--- src/bbsc_pkg.sv ---
// Shared types and constants for the bracket balance and spacing checker.
// No dependencies; imported by the stack cell and the top level.
package bbsc_pkg;

  localparam int unsigned STACK_DEPTH = 1024;
  localparam int unsigned DEPTH_W     = $clog2(STACK_DEPTH + 1);

  localparam logic [7:0] CH_LBRACE = 8'h7B;
  localparam logic [7:0] CH_RBRACE = 8'h7D;
  localparam logic [7:0] CH_LBRACK = 8'h5B;
  localparam logic [7:0] CH_RBRACK = 8'h5D;
  localparam logic [7:0] CH_SPACE  = 8'h20;

  localparam logic MODE_CHAR = 1'b0;
  localparam logic MODE_END  = 1'b1;

  localparam logic KIND_BRACE = 1'b0;
  localparam logic KIND_BRACK = 1'b1;

  typedef struct packed {
    logic push;
    logic pop;
  } cell_ctrl_t;

endpackage

--- src/bbsc_cell.sv ---
// One cell of the shifting opener stack: holds the kind of one open bracket.
// Depends on bbsc_pkg for the shift control struct.
module bbsc_cell (
  input  logic                clk,
  input  bbsc_pkg::cell_ctrl_t ctrl,
  input  logic                from_up,
  input  logic                from_down,
  output logic                kind_q
);
  import bbsc_pkg::*;

  logic kind_r;
  logic kind_nxt;

  always_comb begin
    kind_nxt = kind_r;
    if (ctrl.push) begin
      kind_nxt = from_up;
    end else if (ctrl.pop) begin
      kind_nxt = from_down;
    end
  end

  always_ff @(posedge clk) begin
    kind_r <= kind_nxt;
  end

  assign kind_q = kind_r;

endmodule

--- src/bracket_balance_spacing_checker_core.sv ---
// The result word for an end item is registered and appears in the cycle after that item is accepted.
// One input word is accepted per cycle while in_stall is low; a push or pop shifts the whole cell row together.
// An end item is held off only while an earlier result word is still stalled at the output.
// Reset: synchronous active-low rst_n clears the depth, error and spacing flags and output valid,
// and sets at_start_r; stack cells hold no reset and are only read below the current depth.
// Depends on bbsc_pkg and bbsc_cell.
module bracket_balance_spacing_checker_core (
  input  logic       clk,
  input  logic       rst_n,
  input  logic       in_valid,
  output logic       in_stall,
  input  logic       in_mode,
  input  logic [7:0] in_ch,
  output logic       out_valid,
  input  logic       out_stall,
  output logic       out_valid_res
);
  import bbsc_pkg::*;

  logic [DEPTH_W-1:0] depth_r, depth_nxt;
  logic               err_r, err_nxt;
  logic               at_start_r, at_start_nxt;
  logic               prev_space_r, prev_space_nxt;
  logic               need_space_r, need_space_nxt;
  logic               out_valid_r, out_valid_nxt;
  logic               out_res_r, out_res_nxt;

  logic               accept;
  logic               is_open, is_close, is_space, kind;
  logic               can_push, can_pop;
  cell_ctrl_t         ctrl;
  logic [STACK_DEPTH-1:0] cell_q, up_in, down_in;

  assign in_stall = out_valid_r & out_stall & (in_mode == MODE_END);
  assign accept   = in_valid & ~in_stall;

  assign is_open  = (in_ch == CH_LBRACE) | (in_ch == CH_LBRACK);
  assign is_close = (in_ch == CH_RBRACE) | (in_ch == CH_RBRACK);
  assign is_space = (in_ch == CH_SPACE);
  assign kind     = ((in_ch == CH_LBRACK) | (in_ch == CH_RBRACK)) ? KIND_BRACK : KIND_BRACE;
  assign can_push = (depth_r < DEPTH_W'(STACK_DEPTH));
  assign can_pop  = (depth_r != '0);

  assign ctrl.push = accept & (in_mode == MODE_CHAR) & is_open & can_push;
  assign ctrl.pop  = accept & (in_mode == MODE_CHAR) & is_close & can_pop;

  genvar gi;
  generate
    for (gi = 0; gi < STACK_DEPTH; gi++) begin : g_cell
      if (gi == 0) begin : g_first
        assign up_in[gi] = kind;
      end else begin : g_mid
        assign up_in[gi] = cell_q[gi-1];
      end
      if (gi == STACK_DEPTH - 1) begin : g_last
        assign down_in[gi] = 1'b0;
      end else begin : g_inner
        assign down_in[gi] = cell_q[gi+1];
      end
      bbsc_cell u_cell (
        .clk       (clk),
        .ctrl      (ctrl),
        .from_up   (up_in[gi]),
        .from_down (down_in[gi]),
        .kind_q    (cell_q[gi])
      );
    end
  endgenerate

  always_comb begin
    depth_nxt      = depth_r;
    err_nxt        = err_r;
    at_start_nxt   = at_start_r;
    prev_space_nxt = prev_space_r;
    need_space_nxt = need_space_r;
    out_valid_nxt  = out_valid_r & out_stall;
    out_res_nxt    = out_res_r;
    if (accept) begin
      if (in_mode == MODE_END) begin
        out_valid_nxt  = 1'b1;
        out_res_nxt    = ~err_r & (depth_r == '0);
        depth_nxt      = '0;
        err_nxt        = 1'b0;
        at_start_nxt   = 1'b1;
        prev_space_nxt = 1'b0;
        need_space_nxt = 1'b0;
      end else begin
        if (need_space_r & ~is_space) begin
          err_nxt = 1'b1;
        end
        if ((is_open | is_close) & ~at_start_r & ~prev_space_r) begin
          err_nxt = 1'b1;
        end
        if (is_open) begin
          if (can_push) begin
            depth_nxt = depth_r + DEPTH_W'(1);
          end else begin
            err_nxt = 1'b1;
          end
        end else if (is_close) begin
          if (can_pop) begin
            depth_nxt = depth_r - DEPTH_W'(1);
            if (cell_q[0] != kind) begin
              err_nxt = 1'b1;
            end
          end else begin
            err_nxt = 1'b1;
          end
        end
        need_space_nxt = is_open | is_close;
        prev_space_nxt = is_space;
        at_start_nxt   = 1'b0;
      end
    end
  end

  always_ff @(posedge clk) begin
    if (!rst_n) begin
      depth_r      <= '0;
      err_r        <= 1'b0;
      at_start_r   <= 1'b1;
      prev_space_r <= 1'b0;
      need_space_r <= 1'b0;
      out_valid_r  <= 1'b0;
    end else begin
      depth_r      <= depth_nxt;
      err_r        <= err_nxt;
      at_start_r   <= at_start_nxt;
      prev_space_r <= prev_space_nxt;
      need_space_r <= need_space_nxt;
      out_valid_r  <= out_valid_nxt;
    end
  end

  always_ff @(posedge clk) begin
    out_res_r <= out_res_nxt;
  end

  assign out_valid     = out_valid_r;
  assign out_valid_res = out_res_r;

`ifndef SYNTH
  a_depth_bound: assert property (@(posedge clk) disable iff (!rst_n)
    depth_r <= DEPTH_W'(STACK_DEPTH))
    else $error("stack depth beyond capacity");

  a_end_clears: assert property (@(posedge clk) disable iff (!rst_n)
    (accept && in_mode == MODE_END) |=> (depth_r == '0 && at_start_r && !err_r && out_valid_r))
    else $error("end word did not clear state or raise a result");

  a_err_gives_zero: assert property (@(posedge clk) disable iff (!rst_n)
    (accept && in_mode == MODE_END && err_r) |=> !out_valid_res)
    else $error("result high after a rule was broken");

  a_push_count: assert property (@(posedge clk) disable iff (!rst_n)
    ctrl.push |=> depth_r == $past(depth_r) + DEPTH_W'(1))
    else $error("push did not advance depth");
`endif

endmodule
--- config.mk ---
export PLATFORM = sky130hd
export DESIGN_NAME = bracket_balance_spacing_checker_core
export DESIGN_NICKNAME = d
export VERILOG_FILES = /design/src/bbsc_pkg.sv /design/src/bbsc_cell.sv /design/src/bracket_balance_spacing_checker_core.sv
export SDC_FILE = /design/constraint.sdc
export NUM_CORES = 2
export LEC_CHECK = 0
export BUFFER_PORTS_ARGS = -buffer_cell sky130_fd_sc_hd__buf_4
export CAP_MARGIN = 20
export CORE_ASPECT_RATIO = 0.9
export CORE_MARGIN = 8
export CORE_UTILIZATION = 50
export DETAILED_ROUTE_END_ITERATION = 7
export GPL_TIMING_DRIVEN = 0
export PLACE_DENSITY = 0.68
export SLEW_MARGIN = 20
export SYNTH_ARGS = -nofsm -noshare
export SYNTH_HDL_FRONTEND = slang
export SYNTH_SLANG_ARGS = --single-unit
--- constraint.sdc ---
create_clock -name clk -period 51.3 [get_ports clk]
set_clock_uncertainty 0.15 [all_clocks]
set_input_delay 7.695 -clock clk [delete_from_list [all_inputs] [get_ports clk]]
set_output_delay 7.695 -clock clk [all_outputs]
set_load 0.03 [all_outputs]
* After elaboration in Yosys (flattened, before gate mapping)
Index checks and enable logic that the tools add are counted.
** Storage, ports and cells
- Flip-flop bits (word level) :: 1041
- Latch bits :: 0
- Memory bits (writable) :: 0
- Bits in read-only memories :: 0
- Bits of input ports :: 13
- Word-level logic and storage cells :: 3137
- Memories :: 0
** Cells by class
- Add/sub/neg operators :: 2
- Multiply operators :: 0
- Div/mod/pow operators :: 0
- Order comparisons :: 1
- Eq/ne operators :: 7
- Shift operators :: 0
- Multiplexer cells :: 2067
- Bitwise logic cells :: 22
- Reduce and logical (&&, ||, !) cells :: 7
** Operators with widths (count)
- 1-bit two-way mux :: 2062
- 11-bit two-way mux :: 5
- 8-bit by 7-bit == test with 1-bit output, second input constant :: 4
- 1-bit bitwise AND :: 12
- 11-bit by 1-bit adder with 11-bit output, second input constant :: 1
- 11-bit logical NOT :: 1
- 11-bit < comparator, second input constant :: 1
- 11-bit nonzero test :: 1
- 11-bit by 1-bit subtractor with 11-bit output, second input constant :: 1
- 8-bit by 6-bit == test with 1-bit output, second input constant :: 1
- 1-bit NOT :: 6
- 3-bit nonzero test :: 2
- 1-bit OR :: 4
- 4-bit AND reduction :: 1
- 3-bit by 2-bit != test with 1-bit output, second input constant :: 1
- 2-bit AND reduction :: 1
- 2-bit nonzero test :: 1
- 1-bit != test :: 1

* Logic depth before layout (Yosys ltp)
- Word-level depth :: 11
- Depth in mapped cells :: 11
- Depth with buffers taken out :: 10

* Hierarchy
Synthesis repeated with hierarchy kept, for this count alone.
** Second synthesis, totals
- Cell total of the unflattened synthesis :: 3244
- Area, all modules :: 53895.4 µm²
** Modules (own cells, without submodules)
- bbsc_cell :: times used 1024, cells an instance 3, area each 51.3 µm²
- bracket_balance_spacing_checker_core :: times used 1, cells an instance 172, area each 1365.1 µm²

* Least setup slack after synthesis
Ideal clock, no wire load.
- Path type :: in2reg
- From :: input port in_ch[6]
- To :: register depth_r[0]
- Setup time :: 181 ps
- Arrival :: 53080 ps
- Required time :: 50969 ps
- Setup slack :: -2112 ps
- Cell stages on the path :: 6
- Path through :: nand4_1 -> nor2_2 -> nand2_1 -> nor2_1 -> o21ai_0 -> a21oi_1
** On the way
- Cells in the longest elaborated chain, start to end :: 4
- Elaborated cells between the ends (all ways) :: 12
- Classes of those cells :: 5 x eq/ne; 2 x mux; 2 x bitwise; 3 x reduce/logical
** Ends and longest elaborated chain
- start, declared :: line bracket_balance_spacing_checker_core.sv:13 : input logic [7:0] in_ch,
- 8-bit by 7-bit == test with 1-bit output (on tied branches) :: line bracket_balance_spacing_checker_core.sv:37, bracket_balance_spacing_checker_core.sv:38
- 1-bit OR (on tied branches) :: line bracket_balance_spacing_checker_core.sv:37, bracket_balance_spacing_checker_core.sv:38
- 3-bit by 2-bit != test with 1-bit output (no line), or another cell as far along
- 4-bit AND reduction (no line) / 11-bit two-way mux (equally long branches)
- end signal, assigned :: line bracket_balance_spacing_checker_core.sv:126 : depth_r <= depth_nxt;
- end, declared :: line bracket_balance_spacing_checker_core.sv:20 : logic [DEPTH_W-1:0] depth_r, depth_nxt;
Several ways; a longest one is shown, not always the timed one.
A chain may end at the register's enable or synchronous reset.

* Worst setup path in the final report
- From :: input port in_mode
- To :: output port in_stall
** On the way
- Cells in the longest elaborated chain, start to end :: 1
** Ends and longest elaborated chain
- start, declared :: line bracket_balance_spacing_checker_core.sv:12 : input logic in_mode,
- 1-bit bitwise AND :: line bracket_balance_spacing_checker_core.sv:34 : assign in_stall = out_valid_r & out_stall & (in_mode == MODE_END);
- end, declared :: line bracket_balance_spacing_checker_core.sv:11 : output logic in_stall,
Every way passes these cells.

==> summary.txt <==
Status
  • Status: complete, no violations

Synth
  • Syn Area/Cell: about 10 sq um
  • YS warnings: 0
  • Post-synth net total: 4500
  • Synth area leaders: edfxtp_1, nand2_1, buf_2, buf_4, dfxtp_1
  • Post-synthesis cell area: 44800 sq um
  • Distinct cells, synth: 60
  • Commonest cells post-synth: nand2_1, edfxtp_1, buf_2, clkbuf_1, buf_4
  • Post-synth EDFFs: approximately 1000
  • Count leader, synth: nand2_1
  • Area leader, netlist: edfxtp_1
  • Seq cells post-synth: ~1000
  • Synthesized instance count: 4483
  • Share of flip-flops with an asynchronous set or reset: 0%
  • Sequential element share of the synthesized area: between 60% and 70%
  • Yosys top cell area share: 68.8%
  • Predominant post-synthesis flop cell: edfxtp_1

Floorplan
  • Core area: 89000 sq um
  • Chip Width: 331 um
  • Height of the die: 300 um
  • Initial core utilization: 50.3%
  • Io pins: 16
  • Die area: 99300 sq um
  • FP Rows: roughly 100

Timing
  • Fraction of the cycle the final worst path needs: between 30% and 40%
  • RSZ-0062 raised after global routing: no
  • Period minus WS final: 16.43 ns
  • Worst Max-Slew Pin Slew: between 0.7 and 0.8 ns
  • Hold Fails Final Rpt: 0
  • Maximum clock frequency: 60.9 MHz
  • Relative slew slack: 47.2%
  • Final Hold Slack: 0.338 ns
  • Fin Setup TNS: 0 ns
  • Final Max Tran Viols: 0
  • Setup violators final: 0

Critical path
  • CP max stage delay: 0.38 ns
  • Worst path slowest cell: nand3_1
  • Critical Path Most Common Cell: buf_4
  • CP delay by family, top: buffers and inverters
  • Crit-path cells: buf_4, nand3_1, inv_1, buf_4
  • Worst Setup Start Kind: input port
  • Crit path kind: input port to output pin
  • Bufs and invs on worst path: 3
  • CP arrival: 8.59 ns
  • Crit. End Element: output pin
  • Crit Path Max Fanout: 8
  • Worst endpoint required time: between 40 and 50 ns

Power
  • Pwr Density: 33.2 nW/um^2
  • LEAKAGE: approximately 18 nW
  • Maximum vdd ir drop: between 0.02 and 0.03 mV

GRT
  • Total track usage: 15.7%
  • Largest net degree at the start of global routing: 29
  • Number of global-route vias before repair: roughly 27000
  • First-pass GRT wire length: 134 mm
  • Remaining Overflow, GRT: 0
  • Initial antenna violation count: 2

Routing
  • Via count: a little under 30000
  • Drt drc: 0
  • Routed len/inst: 13.5 um
  • DRT iter0 DRCs: 2412
  • DRT Pass-1 Iters: 5
  • Antenna-violating nets left: 0
  • Routed WL: between 70 and 80 mm
  • Vias per cell: between 4 and 5

Cells and area
  • Fillers: 7469
  • Layout overhead on the synthesized area: 13.4%
  • Layout cells sized above 1: under 10%
  • Final #Nets: 4666
  • Sequential cell area: 31100 sq um
  • Final Util: 57.0%
  • Area of the multi-input gates: 12400 sq um
  • # diodes: 0

CTS
  • Root buffer cell: clkbuf_16
  • Worst skew pair latency: between 0.6 and 0.7 ns
  • CTS clk-pin slew, worst paths: about 0.060 ns
  • Post-CTS Setup Inserts: 0
  • Clock sinks: 1041
  • CTS tree: yes
  • Hold bufs inserted after CTS: 0
  • CTS Buffer Depth: 3
  • H-Tree Level Count: 3
  • Inserted Clock Buffers: 104
  • Resized cells post-CTS: 0

Place
  • RePlAce Congestion: around 0.75
  • Number of port buffers: 15
  • DP Wirelength: about 51 mm

Job
  • Max Cap Violations: 0

Hold path
  • HP Class: flop to flop
==> stage by stage <==
| stage | std cells | setup WS (ns) | instance area (sq um) | power (mW) |
|---|---|---|---|---|
| 2_1_floorplan | 4483 | 15.49 | 44800 | 0.946 |
| 3_3_place_gp | 5664 | 3.66 | 46300 | 0.950 |
| 3_5_place_dp | 5709 | 34.86 | 47400 | 0.949 |
| 4_1_cts | 5903 | 34.86 | 50800 | 1.71 |
| 5_1_grt | 5903 | 34.85 | 50800 | 1.74 |
| 6_report | 5903 | 34.87 | 50800 | 1.69 |
==> flip-flops by register name (all words and copies together), names as in the netlist <==
register              flops
err_r                     1
at_start_r                1
depth_r                  11
out_valid_res             1
out_valid                 1
need_space_r              1
g_cell.u_cell.kind_q   1024
prev_space_r              1
==> where the power goes <==
part           switching (mW)  internal (mW)
combinational         0.00623        0.00358
sequential           0.000293          0.920
clock                   0.323          0.433
total                   0.330           1.36
==> worst paths after layout <==
| kind | slack, ns | end | cells after the start | from |
|---|---|---|---|---|
| setup / recovery | 34.87 | in_stall | 4 | in_mode |
| setup reg to reg | 47.74 | g_cell[339].u_cell.kind_q | 12 | depth_r[10] |
| hold / removal | 0.34 | at_start_r | 2 | at_start_r |
| hold reg to reg | 0.34 | at_start_r | 2 | at_start_r |
==> layout by cell type (no fill, tap or decap), types with 3 or more instances in the layout <==
| master | count |
|---|---|
| inv_1 | 6 |
| clkinv_4 | 3 |
| buf_2 | 111 |
| clkinv_1 | 25 |
| a211oi_1 | 3 |
| ha_1 | 4 |
| nand4_1 | 4 |
| clkbuf_16 | 107 |
| a22o_1 | 4 |
| a21oi_1 | 10 |
| clkbuf_1 | 85 |
| nand2_1 | 3083 |
| nand3_1 | 7 |
| xor2_1 | 3 |
| clkbuf_8 | 3 |
| edfxtp_1 | 1025 |
| nor2b_1 | 3 |
| buf_16 | 18 |
| or3_1 | 3 |
| clkinv_2 | 19 |
| nor3_1 | 6 |
| buf_12 | 27 |
| nor3_2 | 3 |
| bufinv_16 | 9 |
| clkinvlp_4 | 6 |
| o21ai_0 | 5 |
| o211ai_1 | 3 |
| dfxtp_1 | 16 |
| buf_4 | 67 |
| nor2_1 | 17 |
==> routing by layer <==
metal / up-vias / track usage (%) / wire, um
met5: - / 0 / 13
met2: 488 / 23.7 / 34400
li1: 14900 / - / -
met1: 13800 / 23.6 / 40000
met4: 2 / 3.97 / 1560
met3: 110 / 2.57 / 3560
==> kinds of logic after synthesis <==
| group | synth area share, % |
|---|---|
| buffers and inverters | 2.73 |
| adders and majority gates | 0.112 |
| and+or+nand+nor | 26.8 |
| xor gates and xnor gates | 0.0979 |
| AOI/OAI and AO/OA | 0.805 |
| DFF | 69.5 |
==> layout make-up <==
cell class / count / area share [%]
Clock inverter: 66 / 1.20
Clock buffer: 128 / 5.49
Buffer: 230 / 2.36
Multi-Input combinational cell: 3205 / 24.5
Sequential cell: 1041 / 61.3
Tap cell: 1166 / 2.87
Timing Repair Buffer: 60 / 2.26
Inverter: 7 / 0.0518
==> tightest hold or removal path, delay by kind of cell, from the launching register on <==
kind | cells | cell delay, ns
flops | 1 | 0.34
simple gates | 1 | 0.06
compound gates | 1 | 0.06
Note: power is estimated with default switching activity, not from simulation.
